### config.mk
export PLATFORM = sky130hd
export DESIGN_NAME = touch_slider_position_core
export DESIGN_NICKNAME = d
export VERILOG_FILES = /design/src/design/tsp_pkg.sv /design/src/design/tsp_datapath.sv /design/src/design/tsp_ctrl.sv /design/src/design/touch_slider_position_core.sv
export VERILOG_INCLUDE_DIRS = /design/src /design/src/design
export SDC_FILE = /design/constraint.sdc
export NUM_CORES = 2
export LEC_CHECK = 0
export ABC_AREA = 1
export BUFFER_PORTS_ARGS = -buffer_cell sky130_fd_sc_hd__buf_2
export CORE_ASPECT_RATIO = 0.6
export CORE_UTILIZATION = 55
export DETAILED_ROUTE_END_ITERATION = 7
export HOLD_SLACK_MARGIN = 0.02
export PLACE_DENSITY = 0.72
export SLEW_MARGIN = 5
export SYNTH_ARGS = -nofsm -noshare
export SYNTH_HDL_FRONTEND = slang
export SYNTH_SLANG_ARGS = --single-unit
### constraint.sdc
create_clock -name clock -period 4 [get_ports clock]
set_input_delay 0.2 -clock clock [delete_from_list [all_inputs] [get_ports clock]]
set_output_delay 0.2 -clock clock [all_outputs]
set_load 0.02 [all_outputs]
### src/design/touch_slider_position_core_macros.svh
// Assertion macros used by the controller module of the slider position core.
`ifndef TOUCH_SLIDER_POSITION_CORE_MACROS_SVH
`define TOUCH_SLIDER_POSITION_CORE_MACROS_SVH
`ifndef SYNTHESIS
`define TSP_ASSERT_IMP(label, clk, rst, ante, cons) \
   label: assert property (@(posedge clk) disable iff (rst) (ante) |-> (cons)) \
      else $error("slider position core: implication check failed");
`define TSP_ASSERT_NXT(label, clk, rst, ante, cons) \
   label: assert property (@(posedge clk) disable iff (rst) (ante) |=> (cons)) \
      else $error("slider position core: next-cycle check failed");
`else
`define TSP_ASSERT_IMP(label, clk, rst, ante, cons)
`define TSP_ASSERT_NXT(label, clk, rst, ante, cons)
`endif
`endif

### src/design/tsp_pkg.sv
`timescale 1ns / 1ps

package tsp_pkg;

   localparam int MAX_ELECTRODES = 16;
   localparam int COUNT_BITS     = 16;

   localparam int PTR_BITS   = $clog2(MAX_ELECTRODES);
   localparam int NUM_BITS   = PTR_BITS + 1;
   localparam int OP_BITS    = 2;
   localparam int CNT_FIELD  = 16;
   localparam int IDX_BITS   = 4;
   localparam int POS_BITS   = 8;
   localparam int ELEC_BITS  = 5;
   localparam int THR_BITS   = 16;
   localparam int QUOT_BITS  = 8;
   localparam int STEP_BITS  = $clog2(QUOT_BITS);
   localparam int PHASE_BITS = 1;
   localparam int SUM_BITS   = COUNT_BITS + 1;
   localparam int DIV_BITS   = COUNT_BITS + QUOT_BITS;
   localparam int ADDR_BITS  = 5;
   localparam int REG_BITS   = 3;
   localparam int DATA_BITS  = 32;

   localparam int SCALE_BITS      = 2 * POS_BITS;
   localparam int RECIP_BITS      = 13;
   localparam int RECIP_SHIFT     = 19;
   localparam int RECIP_PROD_BITS = SCALE_BITS + RECIP_BITS;

   localparam logic [POS_BITS-1:0] PERCENT_FULL = 8'd100;

   // Multiplying by this and shifting right by RECIP_SHIFT divides by 100 exactly for
   // every product of a percentage and a length.
   localparam logic [RECIP_BITS-1:0] RECIP_PERCENT = 13'd5243;

   localparam logic [OP_BITS-1:0] OP_CALIB = 2'd0;
   localparam logic [OP_BITS-1:0] OP_SCAN  = 2'd1;
   localparam logic [OP_BITS-1:0] OP_READ  = 2'd2;

   localparam logic [REG_BITS-1:0] REG_ELECTRODE_COUNT = 3'd0;
   localparam logic [REG_BITS-1:0] REG_THRESHOLD_FIRST = 3'd1;
   localparam logic [REG_BITS-1:0] REG_THRESHOLD_SECOND = 3'd2;
   localparam logic [REG_BITS-1:0] REG_STRIP_LENGTH    = 3'd3;
   localparam logic [REG_BITS-1:0] REG_NO_TOUCH_CODE   = 3'd4;

   localparam logic [PHASE_BITS-1:0] PH_P0 = 1'd0;
   localparam logic [PHASE_BITS-1:0] PH_P1 = 1'd1;

   localparam logic [ELEC_BITS-1:0] RST_ELECTRODE_COUNT = 5'd2;
   localparam logic [THR_BITS-1:0]  RST_THRESHOLD       = 16'd100;
   localparam logic [POS_BITS-1:0]  RST_STRIP_LENGTH    = 8'd40;
   localparam logic [POS_BITS-1:0]  RST_NO_TOUCH_CODE   = 8'd255;

   typedef struct packed {
      logic [ELEC_BITS-1:0] electrode_count;
      logic [THR_BITS-1:0]  threshold_first;
      logic [THR_BITS-1:0]  threshold_second;
      logic [POS_BITS-1:0]  strip_length;
      logic [POS_BITS-1:0]  no_touch_code;
   } cfg_type;

   typedef struct packed {
      logic [OP_BITS-1:0]   op;
      logic [CNT_FIELD-1:0] count;
   } req_type;

   typedef struct packed {
      logic [IDX_BITS-1:0] electrode_written;
      logic [IDX_BITS-1:0] next_electrode;
      logic [POS_BITS-1:0] position_percent;
      logic [POS_BITS-1:0] position_distance;
      logic                touched;
      logic                fresh;
   } rsp_type;

   typedef struct packed {
      logic                  load_item;
      logic                  div_load;
      logic                  div_step;
      logic                  div_save;
      logic                  scale_mul;
      logic                  scale_save;
      logic                  commit;
      logic [PHASE_BITS-1:0] phase;
   } cmd_type;

   typedef struct packed {
      logic fresh_read;
      logic touch;
   } status_type;

   typedef enum logic [2:0] {
      ST_IDLE,
      ST_DECIDE,
      ST_LOAD,
      ST_STEP,
      ST_SAVE,
      ST_SCALE,
      ST_QUOT,
      ST_COMMIT
   } ctl_state_type;

endpackage

### src/design/tsp_datapath.sv
`timescale 1ns / 1ps

module tsp_datapath (
   input  logic                clock,
   input  logic                reset,
   input  tsp_pkg::cfg_type    cfg,
   input  tsp_pkg::req_type    req_data,
   input  tsp_pkg::cmd_type    cmd,
   output tsp_pkg::status_type status,
   output tsp_pkg::rsp_type    rsp_data
);
   import tsp_pkg::*;

   req_type                    item_ff;
   rsp_type                    rsp_ff;
   rsp_type                    rsp_in;
   logic [COUNT_BITS-1:0]      baseline_ff [MAX_ELECTRODES];
   logic [COUNT_BITS-1:0]      delta_ff [MAX_ELECTRODES];
   logic [COUNT_BITS-1:0]      baseline_in;
   logic [COUNT_BITS-1:0]      delta_in;
   logic [PTR_BITS-1:0]        scan_ff;
   logic [PTR_BITS-1:0]        scan_in;
   logic [PTR_BITS-1:0]        calib_ff;
   logic [PTR_BITS-1:0]        calib_in;
   logic                       done_ff;
   logic                       done_in;
   logic [POS_BITS-1:0]        held_percent_ff;
   logic [POS_BITS-1:0]        held_percent_in;
   logic [POS_BITS-1:0]        held_distance_ff;
   logic [POS_BITS-1:0]        held_distance_in;
   logic                       held_touched_ff;
   logic                       held_touched_in;
   logic [DIV_BITS-1:0]        rem_ff;
   logic [DIV_BITS-1:0]        dvs_ff;
   logic [QUOT_BITS-1:0]       quot_ff;
   logic [QUOT_BITS-1:0]       p0_ff;
   logic [QUOT_BITS-1:0]       p1_ff;
   logic [QUOT_BITS-1:0]       q0_ff;
   logic [QUOT_BITS-1:0]       q1_ff;
   logic [SCALE_BITS-1:0]      scaled0_ff;
   logic [SCALE_BITS-1:0]      scaled1_ff;
   logic [RECIP_PROD_BITS-1:0] recip0;
   logic [RECIP_PROD_BITS-1:0] recip1;
   logic [NUM_BITS-1:0]        n_eff;
   logic [PTR_BITS-1:0]        calib_next;
   logic [PTR_BITS-1:0]        scan_next;
   logic [SUM_BITS-1:0]        delta_sum;
   logic [COUNT_BITS-1:0]      mul_a;
   logic [DIV_BITS-1:0]        product;
   logic                       rem_ge;
   logic                       touch;
   logic [POS_BITS:0]          percent_sum;
   logic [POS_BITS:0]          distance_sum;

   function automatic logic [PTR_BITS-1:0] advance(input logic [PTR_BITS-1:0] ptr,
                                                   input logic [NUM_BITS-1:0] n);
      if ((n - NUM_BITS'(1)) > {1'b0, ptr}) begin
         return ptr + PTR_BITS'(1);
      end
      return '0;
   endfunction

   always_comb begin
      if (cfg.electrode_count == '0) begin
         n_eff = NUM_BITS'(1);
      end else if (int'(cfg.electrode_count) > MAX_ELECTRODES) begin
         n_eff = NUM_BITS'(MAX_ELECTRODES);
      end else begin
         n_eff = NUM_BITS'(cfg.electrode_count);
      end
   end

   assign calib_next = advance(calib_ff, n_eff);
   assign scan_next  = advance(scan_ff, n_eff);

   assign touch = (THR_BITS'(delta_ff[0]) > cfg.threshold_first) ||
                  (THR_BITS'(delta_ff[1]) > cfg.threshold_second);

   assign status.fresh_read = (item_ff.op == OP_READ) && done_ff;
   assign status.touch      = touch;

   assign delta_sum = SUM_BITS'(delta_ff[0]) + SUM_BITS'(delta_ff[1]);

   always_comb begin
      case (cmd.phase)
         PH_P0:   mul_a = delta_ff[0];
         default: mul_a = delta_ff[1];
      endcase
   end

   assign product = DIV_BITS'(mul_a) * DIV_BITS'(PERCENT_FULL);
   assign rem_ge  = rem_ff >= dvs_ff;

   assign recip0 = RECIP_PROD_BITS'(scaled0_ff) * RECIP_PROD_BITS'(RECIP_PERCENT);
   assign recip1 = RECIP_PROD_BITS'(scaled1_ff) * RECIP_PROD_BITS'(RECIP_PERCENT);

   always_ff @(posedge clock) begin
      if (cmd.div_load) begin
         rem_ff  <= product;
         dvs_ff  <= DIV_BITS'({delta_sum, {(QUOT_BITS-1){1'b0}}});
         quot_ff <= '0;
      end else if (cmd.div_step) begin
         rem_ff  <= rem_ge ? rem_ff - dvs_ff : rem_ff;
         dvs_ff  <= dvs_ff >> 1;
         quot_ff <= {quot_ff[QUOT_BITS-2:0], rem_ge};
      end
      if (cmd.div_save) begin
         case (cmd.phase)
            PH_P0:   p0_ff <= quot_ff;
            default: p1_ff <= quot_ff;
         endcase
      end
      if (cmd.scale_mul) begin
         scaled0_ff <= SCALE_BITS'(p0_ff) * SCALE_BITS'(cfg.strip_length);
         scaled1_ff <= SCALE_BITS'(p1_ff) * SCALE_BITS'(cfg.strip_length);
      end
      if (cmd.scale_save) begin
         q0_ff <= recip0[RECIP_SHIFT +: QUOT_BITS];
         q1_ff <= recip1[RECIP_SHIFT +: QUOT_BITS];
      end
      if (cmd.load_item) begin
         item_ff <= req_data;
      end
      if (cmd.commit) begin
         rsp_ff <= rsp_in;
      end
   end

   assign percent_sum  = (POS_BITS+1)'(PERCENT_FULL) - (POS_BITS+1)'(p0_ff)
                         + (POS_BITS+1)'(p1_ff);
   assign distance_sum = (POS_BITS+1)'(cfg.strip_length) - (POS_BITS+1)'(q0_ff)
                         + (POS_BITS+1)'(q1_ff);

   assign baseline_in = item_ff.count[COUNT_BITS-1:0];
   assign delta_in    = (baseline_in > baseline_ff[scan_ff])
                        ? baseline_in - baseline_ff[scan_ff] : '0;

   always_comb begin
      scan_in          = scan_ff;
      calib_in         = calib_ff;
      done_in          = done_ff;
      held_percent_in  = held_percent_ff;
      held_distance_in = held_distance_ff;
      held_touched_in  = held_touched_ff;
      rsp_in.electrode_written = '0;
      rsp_in.next_electrode    = IDX_BITS'(scan_ff);
      rsp_in.fresh             = 1'b0;
      case (item_ff.op)
         OP_CALIB: begin
            calib_in = calib_next;
            if (calib_next == '0) begin
               scan_in = '0;
            end
            rsp_in.electrode_written = IDX_BITS'(calib_ff);
            rsp_in.next_electrode    = IDX_BITS'(calib_next);
         end
         OP_SCAN: begin
            if (n_eff > NUM_BITS'(1)) begin
               scan_in = scan_next;
            end
            done_in = 1'b1;
            rsp_in.electrode_written = IDX_BITS'(scan_ff);
            rsp_in.next_electrode    = IDX_BITS'(scan_in);
         end
         OP_READ: begin
            if (done_ff) begin
               done_in      = 1'b0;
               rsp_in.fresh = 1'b1;
               if (touch) begin
                  held_percent_in  = percent_sum[POS_BITS:1];
                  held_distance_in = distance_sum[POS_BITS:1];
                  held_touched_in  = 1'b1;
               end else begin
                  held_percent_in  = cfg.no_touch_code;
                  held_distance_in = cfg.no_touch_code;
                  held_touched_in  = 1'b0;
               end
            end
         end
         default: begin
            done_in = done_ff;
         end
      endcase
      rsp_in.position_percent  = held_percent_in;
      rsp_in.position_distance = held_distance_in;
      rsp_in.touched           = held_touched_in;
   end

   always_ff @(posedge clock) begin
      if (reset) begin
         scan_ff          <= '0;
         calib_ff         <= '0;
         done_ff          <= 1'b1;
         held_percent_ff  <= RST_NO_TOUCH_CODE;
         held_distance_ff <= RST_NO_TOUCH_CODE;
         held_touched_ff  <= 1'b0;
      end else if (cmd.commit) begin
         scan_ff          <= scan_in;
         calib_ff         <= calib_in;
         done_ff          <= done_in;
         held_percent_ff  <= held_percent_in;
         held_distance_ff <= held_distance_in;
         held_touched_ff  <= held_touched_in;
      end
   end

   always_ff @(posedge clock) begin
      if (reset) begin
         for (int i = 0; i < MAX_ELECTRODES; i++) begin
            baseline_ff[i] <= '0;
            delta_ff[i]    <= '0;
         end
      end else if (cmd.commit) begin
         if (item_ff.op == OP_CALIB) begin
            baseline_ff[calib_ff] <= baseline_in;
         end
         if (item_ff.op == OP_SCAN) begin
            delta_ff[scan_ff] <= delta_in;
         end
      end
   end

   assign rsp_data = rsp_ff;

endmodule

### src/design/tsp_ctrl.sv
`timescale 1ns / 1ps
`include "touch_slider_position_core_macros.svh"

module tsp_ctrl (
   input  logic                clock,
   input  logic                reset,
   input  logic                req_valid,
   output logic                req_stall,
   output logic                rsp_valid,
   input  logic                rsp_stall,
   input  tsp_pkg::status_type status,
   output tsp_pkg::cmd_type    cmd
);
   import tsp_pkg::*;

   ctl_state_type         state_ff;
   ctl_state_type         state_in;
   logic [PHASE_BITS-1:0] phase_ff;
   logic [PHASE_BITS-1:0] phase_in;
   logic [STEP_BITS-1:0]  bit_ff;
   logic [STEP_BITS-1:0]  bit_in;
   logic                  rsp_valid_ff;
   logic                  rsp_valid_in;
   logic                  out_free;

   assign out_free = !rsp_valid_ff || !rsp_stall;

   always_ff @(posedge clock) begin
      if (reset) begin
         state_ff     <= ST_IDLE;
         phase_ff     <= '0;
         bit_ff       <= '0;
         rsp_valid_ff <= 1'b0;
      end else begin
         state_ff     <= state_in;
         phase_ff     <= phase_in;
         bit_ff       <= bit_in;
         rsp_valid_ff <= rsp_valid_in;
      end
   end

   always_comb begin
      state_in       = state_ff;
      phase_in       = phase_ff;
      bit_in         = bit_ff;
      rsp_valid_in   = rsp_valid_ff && rsp_stall;
      req_stall      = 1'b1;
      cmd.load_item  = 1'b0;
      cmd.div_load   = 1'b0;
      cmd.div_step   = 1'b0;
      cmd.div_save   = 1'b0;
      cmd.scale_mul  = 1'b0;
      cmd.scale_save = 1'b0;
      cmd.commit     = 1'b0;
      cmd.phase      = phase_ff;
      case (state_ff)
         ST_IDLE: begin
            req_stall = 1'b0;
            if (req_valid) begin
               cmd.load_item = 1'b1;
               state_in      = ST_DECIDE;
            end
         end
         ST_DECIDE: begin
            if (status.fresh_read && status.touch) begin
               phase_in = PH_P0;
               state_in = ST_LOAD;
            end else begin
               state_in = ST_COMMIT;
            end
         end
         ST_LOAD: begin
            cmd.div_load = 1'b1;
            bit_in       = '0;
            state_in     = ST_STEP;
         end
         ST_STEP: begin
            cmd.div_step = 1'b1;
            if (bit_ff == STEP_BITS'(QUOT_BITS - 1)) begin
               state_in = ST_SAVE;
            end else begin
               bit_in = bit_ff + STEP_BITS'(1);
            end
         end
         ST_SAVE: begin
            cmd.div_save = 1'b1;
            if (phase_ff == PH_P1) begin
               state_in = ST_SCALE;
            end else begin
               phase_in = PH_P1;
               state_in = ST_LOAD;
            end
         end
         ST_SCALE: begin
            cmd.scale_mul = 1'b1;
            state_in      = ST_QUOT;
         end
         ST_QUOT: begin
            cmd.scale_save = 1'b1;
            state_in       = ST_COMMIT;
         end
         ST_COMMIT: begin
            if (out_free) begin
               cmd.commit   = 1'b1;
               rsp_valid_in = 1'b1;
               state_in     = ST_IDLE;
            end
         end
         default: begin
            state_in = ST_IDLE;
         end
      endcase
   end

   assign rsp_valid = rsp_valid_ff;

   `TSP_ASSERT_NXT(a_accept_decides, clock, reset, req_valid && !req_stall,
                   state_ff == ST_DECIDE)
   `TSP_ASSERT_NXT(a_last_step_saves, clock, reset,
                   state_ff == ST_STEP && bit_ff == STEP_BITS'(QUOT_BITS - 1),
                   state_ff == ST_SAVE)
   `TSP_ASSERT_NXT(a_last_phase_scales, clock, reset,
                   state_ff == ST_SAVE && phase_ff == PH_P1, state_ff == ST_SCALE)
   `TSP_ASSERT_NXT(a_scale_then_quot, clock, reset, state_ff == ST_SCALE,
                   state_ff == ST_QUOT)
   `TSP_ASSERT_NXT(a_commit_shows_result, clock, reset, cmd.commit, rsp_valid_ff)

endmodule

### src/design/touch_slider_position_core.sv
`timescale 1ns / 1ps
// Calibration samples, scan samples and reads without a new scan pass through ST_DECIDE
// and then ST_COMMIT after acceptance; a fresh read with a touch also runs the divider.
// The core takes one transaction at a time and commits it only when the output is free;
// a fresh touched read runs the 8-step serial divider twice, then a reciprocal scaling.
// Reset (synchronous, active high) clears both stores and pointers and sets the held
// positions to the no-touch code.

module touch_slider_position_core (
   input  logic                                  clock,
   input  logic                                  reset,
   input  logic                                  req_valid,
   output logic                                  req_stall,
   input  tsp_pkg::req_type                      req_data,
   output logic                                  rsp_valid,
   input  logic                                  rsp_stall,
   output tsp_pkg::rsp_type                      rsp_data,
   input  logic                                  psel,
   input  logic                                  penable,
   input  logic                                  pwrite,
   input  logic [tsp_pkg::ADDR_BITS-1:0]         paddr,
   input  logic [tsp_pkg::DATA_BITS-1:0]         pwdata,
   output logic [tsp_pkg::DATA_BITS-1:0]         prdata,
   output logic                                  pready
);
   import tsp_pkg::*;

   cfg_type             cfg_ff;
   cfg_type             cfg_in;
   cmd_type             cmd;
   status_type          status;
   logic [REG_BITS-1:0] reg_index;
   logic                cfg_write;

   assign reg_index = paddr[ADDR_BITS-1:2];
   assign cfg_write = psel && penable && pwrite;
   assign pready    = 1'b1;

   always_comb begin
      cfg_in = cfg_ff;
      if (cfg_write) begin
         case (reg_index)
            REG_ELECTRODE_COUNT:  cfg_in.electrode_count  = pwdata[ELEC_BITS-1:0];
            REG_THRESHOLD_FIRST:  cfg_in.threshold_first  = pwdata[THR_BITS-1:0];
            REG_THRESHOLD_SECOND: cfg_in.threshold_second = pwdata[THR_BITS-1:0];
            REG_STRIP_LENGTH:     cfg_in.strip_length     = pwdata[POS_BITS-1:0];
            REG_NO_TOUCH_CODE:    cfg_in.no_touch_code    = pwdata[POS_BITS-1:0];
            default:              cfg_in = cfg_ff;
         endcase
      end
   end

   always_ff @(posedge clock) begin
      if (reset) begin
         cfg_ff.electrode_count  <= RST_ELECTRODE_COUNT;
         cfg_ff.threshold_first  <= RST_THRESHOLD;
         cfg_ff.threshold_second <= RST_THRESHOLD;
         cfg_ff.strip_length     <= RST_STRIP_LENGTH;
         cfg_ff.no_touch_code    <= RST_NO_TOUCH_CODE;
      end else begin
         cfg_ff <= cfg_in;
      end
   end

   always_comb begin
      case (reg_index)
         REG_ELECTRODE_COUNT:  prdata = DATA_BITS'(cfg_ff.electrode_count);
         REG_THRESHOLD_FIRST:  prdata = DATA_BITS'(cfg_ff.threshold_first);
         REG_THRESHOLD_SECOND: prdata = DATA_BITS'(cfg_ff.threshold_second);
         REG_STRIP_LENGTH:     prdata = DATA_BITS'(cfg_ff.strip_length);
         REG_NO_TOUCH_CODE:    prdata = DATA_BITS'(cfg_ff.no_touch_code);
         default:              prdata = '0;
      endcase
   end

   tsp_ctrl u_ctrl (
      .clock     (clock),
      .reset     (reset),
      .req_valid (req_valid),
      .req_stall (req_stall),
      .rsp_valid (rsp_valid),
      .rsp_stall (rsp_stall),
      .status    (status),
      .cmd       (cmd)
   );

   tsp_datapath u_datapath (
      .clock    (clock),
      .reset    (reset),
      .cfg      (cfg_ff),
      .req_data (req_data),
      .cmd      (cmd),
      .status   (status),
      .rsp_data (rsp_data)
   );

endmodule

==> impl_metrics.csv <==
group,metric,value,unit
run_status,status,"finished with violations",
final_layout,fin_nets,5840,
global_routing,grt_usage,29.9,%
final_layout,stdcell_count,6129,
worst_hold_path,hold_depth,4,
worst_setup_path,r2r-start,"u_datapath.scaled1_ff[10]",
floorplan,die_y,216,µm
worst_setup_path,slowest_delay,0.53,ns
power,combPwrFrac,70.1,%
worst_hold_path,hold_class,"primary input to flip-flop",
clock_tree,clk_pin_slew,0.08,ns
timing,slew_violations,0,
power,sw_frac_of_total,47.1,%
synth,synth_cell_types,54,
worst_setup_path,r2r_setup_slack,-0.54,ns
global_routing,grt_pass1_wl,180000,µm
worst_setup_path,crit_chain,"buf_6, fa_1, ha_4, inv_2, fa_1, inv_2, fa_1, inv_2, fa_1, inv_2, ha_4, nand2_4, inv_4, nand3_4, nor2_4, nor2_1, o211a_1, nand2_2, xnor2_2",
power,cellPowerDensity,859,nW/µm²
worst_setup_path,cp_max_fo,5,
route,wl_met2,47600,µm
clock_tree,cts_buffers,53,
placement,pre_cts_ws,-0.670,ns
placement,place_congestion,1.02,
route,wire_per_inst,19.2,µm
timing,setup_slack,-0.542,ns
run_status,violations,"negative setup slack",
worst_setup_path,cp-start-kind,"flip-flop",
floorplan,fp.dieW,359,µm
worst_hold_path,min_to,"cfg_ff[52]",
worst_setup_path,worst-setup-path-type,"flip-flop to flip-flop",
floorplan,dieArea,77400,µm²
synth,synth_area,42000,µm²
route,drc,0,
route,drtIter0Drc,3750,
synth,ys_seq_elements,543,
power,p_leak,23.8,nW
synth,synthCells,4707,
timing,fin_worst_skew,0.0327,ns
worst_setup_path,timing.rr.end,"u_datapath.q1_ff[7]",
synth,synth_async_sr_flop_share,0,%
synth,synth_edf_count,434,
worst_setup_path,arrival,4.90,ns
placement,place_inst,5939,
clock_tree,cts.path.max_buffers,3,
timing,fin_crit_sh,114,%
timing,worst_pin_slew,1.04,ns
floorplan,initial_core_util,55.6,%
global_routing,grt_pass1_vias,32112,
synth,synthFlopType,"edfxtp_1",
global_routing,antenna_found_initial,1,
synth,avgSynthCellArea,8.92,µm²
global_routing,overflow,0,
clock_tree,cts.sink_count,543,
placement,port_buffers,87,
worst_setup_path,slowest_stage,"edfxtp_1",
floorplan,ios,123,
timing,rsz0062_at_grt,"true",
final_layout,stdcell_area,49600,µm²
route,wl_met1,55400,µm
clock_tree,cts_tree,"yes",
route,drt_wl_total,118000,µm
floorplan,placementRows,78,
power,switching_power,0.0201,W
worst_setup_path,end_kind,"flip-flop",
placement,place_hpwl,89200,µm
flow_run,maxCapViolations,0,
route,highest_layer,"met5",
final_layout,drive_gt1_share,17.4,%
synth,synth_seq_area_share,36.3,%
power,seq_power_share,17.3,%
clock_tree,clock_latency,0.65,ns
worst_setup_path,critPathRequiredTime,4.36,ns
power,power_frac_clock,12.6,%
worst_hold_path,hp-start,"paddr[3]",
power,peakVddDrop,0.00133,V
clock_tree,root_buffer,"clkbuf_16",
route,drt_pre_antenna_iters,6,
global_routing,grt_max_degree,82,
timing,fmax,0.220,GHz
route,drtAntennaViolNets,0,
synth,yosys_warnings,0,
timing,finalSetupViolCount,29,
route,wl_met3,12400,µm
floorplan,core_area,75500,µm²
power,p_int,0.0225,W
clock_tree,h-tree-depth,2,
route,viasPerCell,5.52,
timing,slew_headroom,30.1,%
final_layout,syn2layout_area_growth,18.2,%
placement,postPlaceCellArea,45600,µm²
timing,fin_crit,4.54,ns
worst_setup_path,ff2ff_path_depth,19,
route,num_vias,33853,
timing,finalHoldViolations,0,
[metrics by stage]
stage | power, W | hold WS (ns) | setup TNS (ns) | utilization, %
2_1_floorplan | 0.0236 | 0.299 | -1.89 | -
3_3_place_gp | 0.0314 | 0.376 | -9.16 | 60.4
5_1_grt | 0.0456 | 0.188 | -12.18 | 65.6
3_5_place_dp | 0.0317 | 0.379 | -10.53 | 60.4
6_report | 0.0426 | 0.155 | -8.38 | 65.6
4_1_cts | 0.0393 | 0.112 | -6.55 | 64.6
[critical path, delay by kind of cell (launching register included)]
family	cells	cell delay, ns
AO/OA/AOI/OAI	1	0.21
AND/OR/NAND/NOR	5	0.43
adder cells (fa/ha/maj)	6	2.61
flip-flops	1	0.53
buffers and inverters	6	0.43
XOR/XNOR	1	0.07
[area by class of cell]
type                       instances  area (µm²)
antenna                            1        2.50
sequential                       543       15200
clock inverter                    30         372
fill                            6016       26000
clock buffer                      70        1480
tap                             1000        1250
inverter                         937        3520
timing repair buffer             474        3690
multi-input combinational       3074       24000
[what timing repair did]
action                                 CTS  global route
hold buffers                            36             0
setup endpoints to repair               35            73
pin swaps                               96           112
gates resized for setup                168           185
endpoints found under the hold margin   71             0
setup buffers                           38            19
[worst max-delay path by stage]
stage | start | to | depth (start not counted) | slack [ns]
2_1_floorplan | u_datapath.scaled0_ff[10] | u_datapath.q0_ff[2] | 20 | -0.27
3_3_place_gp | u_datapath.scaled0_ff[12] | u_datapath.q0_ff[2] | 15 | -0.55
3_5_place_dp | u_datapath.scaled0_ff[12] | u_datapath.q0_ff[2] | 19 | -0.67
4_1_cts | u_datapath.scaled0_ff[12] | u_datapath.q0_ff[5] | 20 | -0.49
5_1_grt | u_datapath.scaled0_ff[12] | u_datapath.q0_ff[2] | 18 | -0.67
6_report | u_datapath.scaled1_ff[10] | u_datapath.q1_ff[7] | 19 | -0.54
[kinds of logic (layout without fill, tap and decap cells)]
group	count (synthesis)	after routing	share of synthesized area (%)
XOR/XNOR	92	92	1.92
multiplexers	64	64	1.53
other	2	18	0.0179
buffers and inverters	1105	1511	10.4
AND/OR/NAND/NOR	1441	1441	14.6
AO/OA/AOI/OAI	765	765	10.2
flip-flops	543	543	36.3
adder cells (fa/ha/maj)	695	695	25.1
[sequential cells by signal, indices dropped and copies added (netlist names), 3 cells and up, named ones only]
signal,flops
u_datapath.held_distance_ff,8
u_datapath.scan_ff,4
u_datapath.q1_ff,8
u_datapath.quot_ff,8
u_datapath.q0_ff,8
cfg_ff,53
u_datapath.scaled1_ff,16
u_datapath.rsp_data,26
u_datapath.calib_ff,4
u_datapath.dvs_ff,24
u_ctrl.state_ff,3
u_datapath.baseline_ff,256
u_datapath.scaled0_ff,16
u_datapath.p1_ff,8
u_ctrl.bit_ff,3
u_datapath.held_percent_ff,8
u_datapath.baseline_in,16
u_datapath.delta_ff,32
u_datapath.p0_ff,8
u_datapath.rem_ff,24
[per-layer routing]
| layer | track usage (%) | vias to the layer above |
|---|---|---|
| li1 | - | 16049 |
| met1 | 46.7 | 16150 |
| met2 | 41.5 | 1509 |
| met3 | 7.71 | 141 |
| met4 | 5.44 | 4 |
| met5 | 0 | - |
[power groups by stage]
| stage | Clock (W) | Sequential (W) | Combinational (W) |
|---|---|---|---|
| 2_1_floorplan | 0 | 0.00738 | 0.0162 |
| 3_3_place_gp | 0 | 0.00749 | 0.0239 |
| 3_5_place_dp | 0 | 0.00751 | 0.0242 |
| 4_1_cts | 0.00541 | 0.00737 | 0.0266 |
| 5_1_grt | 0.00562 | 0.00742 | 0.0325 |
| 6_report | 0.00538 | 0.00738 | 0.0298 |
[Yosys cell counts (82+ instances only)]
cell / instances / share of area, %
nand2_1: 696 / 6.2
dfxtp_1: 109 / 5.2
nor2_1: 432 / 3.9
edfxtp_1: 434 / 31
ha_1: 452 / 13
nand3_1: 148 / 1.8
o211ai_1: 82 / 1.5
o21ai_0: 276 / 3.3
clkbuf_1: 111 / 0.99
fa_1: 243 / 12
inv_1: 928 / 8.3
a21oi_1: 302 / 3.6
[layout by cell type (no fill, tap or decap), types with 10 or more instances in the layout]
cell / instances
nand2_4: 36
a21oi_2: 27
o21ai_1: 17
a21oi_4: 11
xor2_1: 62
edfxtp_1: 434
buf_4: 300
nand2_1: 653
clkinv_2: 10
a21oi_1: 264
nand3_1: 139
nor2_2: 40
fa_1: 235
mux2i_1: 64
buf_6: 43
o22ai_1: 17
ha_4: 43
clkbuf_16: 56
nor3_1: 35
conb_1: 17
or2_2: 27
a21o_1: 24
a31oi_1: 10
nor2_4: 10
nand2_2: 24
inv_1: 878
clkbuf_1: 11
inv_2: 54
ha_1: 403
dfxtp_1: 100
o211ai_1: 82
nor2_1: 404
xnor2_1: 21
o21ai_0: 242
dlygate4sd3_1: 36
nand4_1: 25
buf_2: 87
o21ai_2: 13
nor3_2: 10
(Power assumes the default switching activity.)
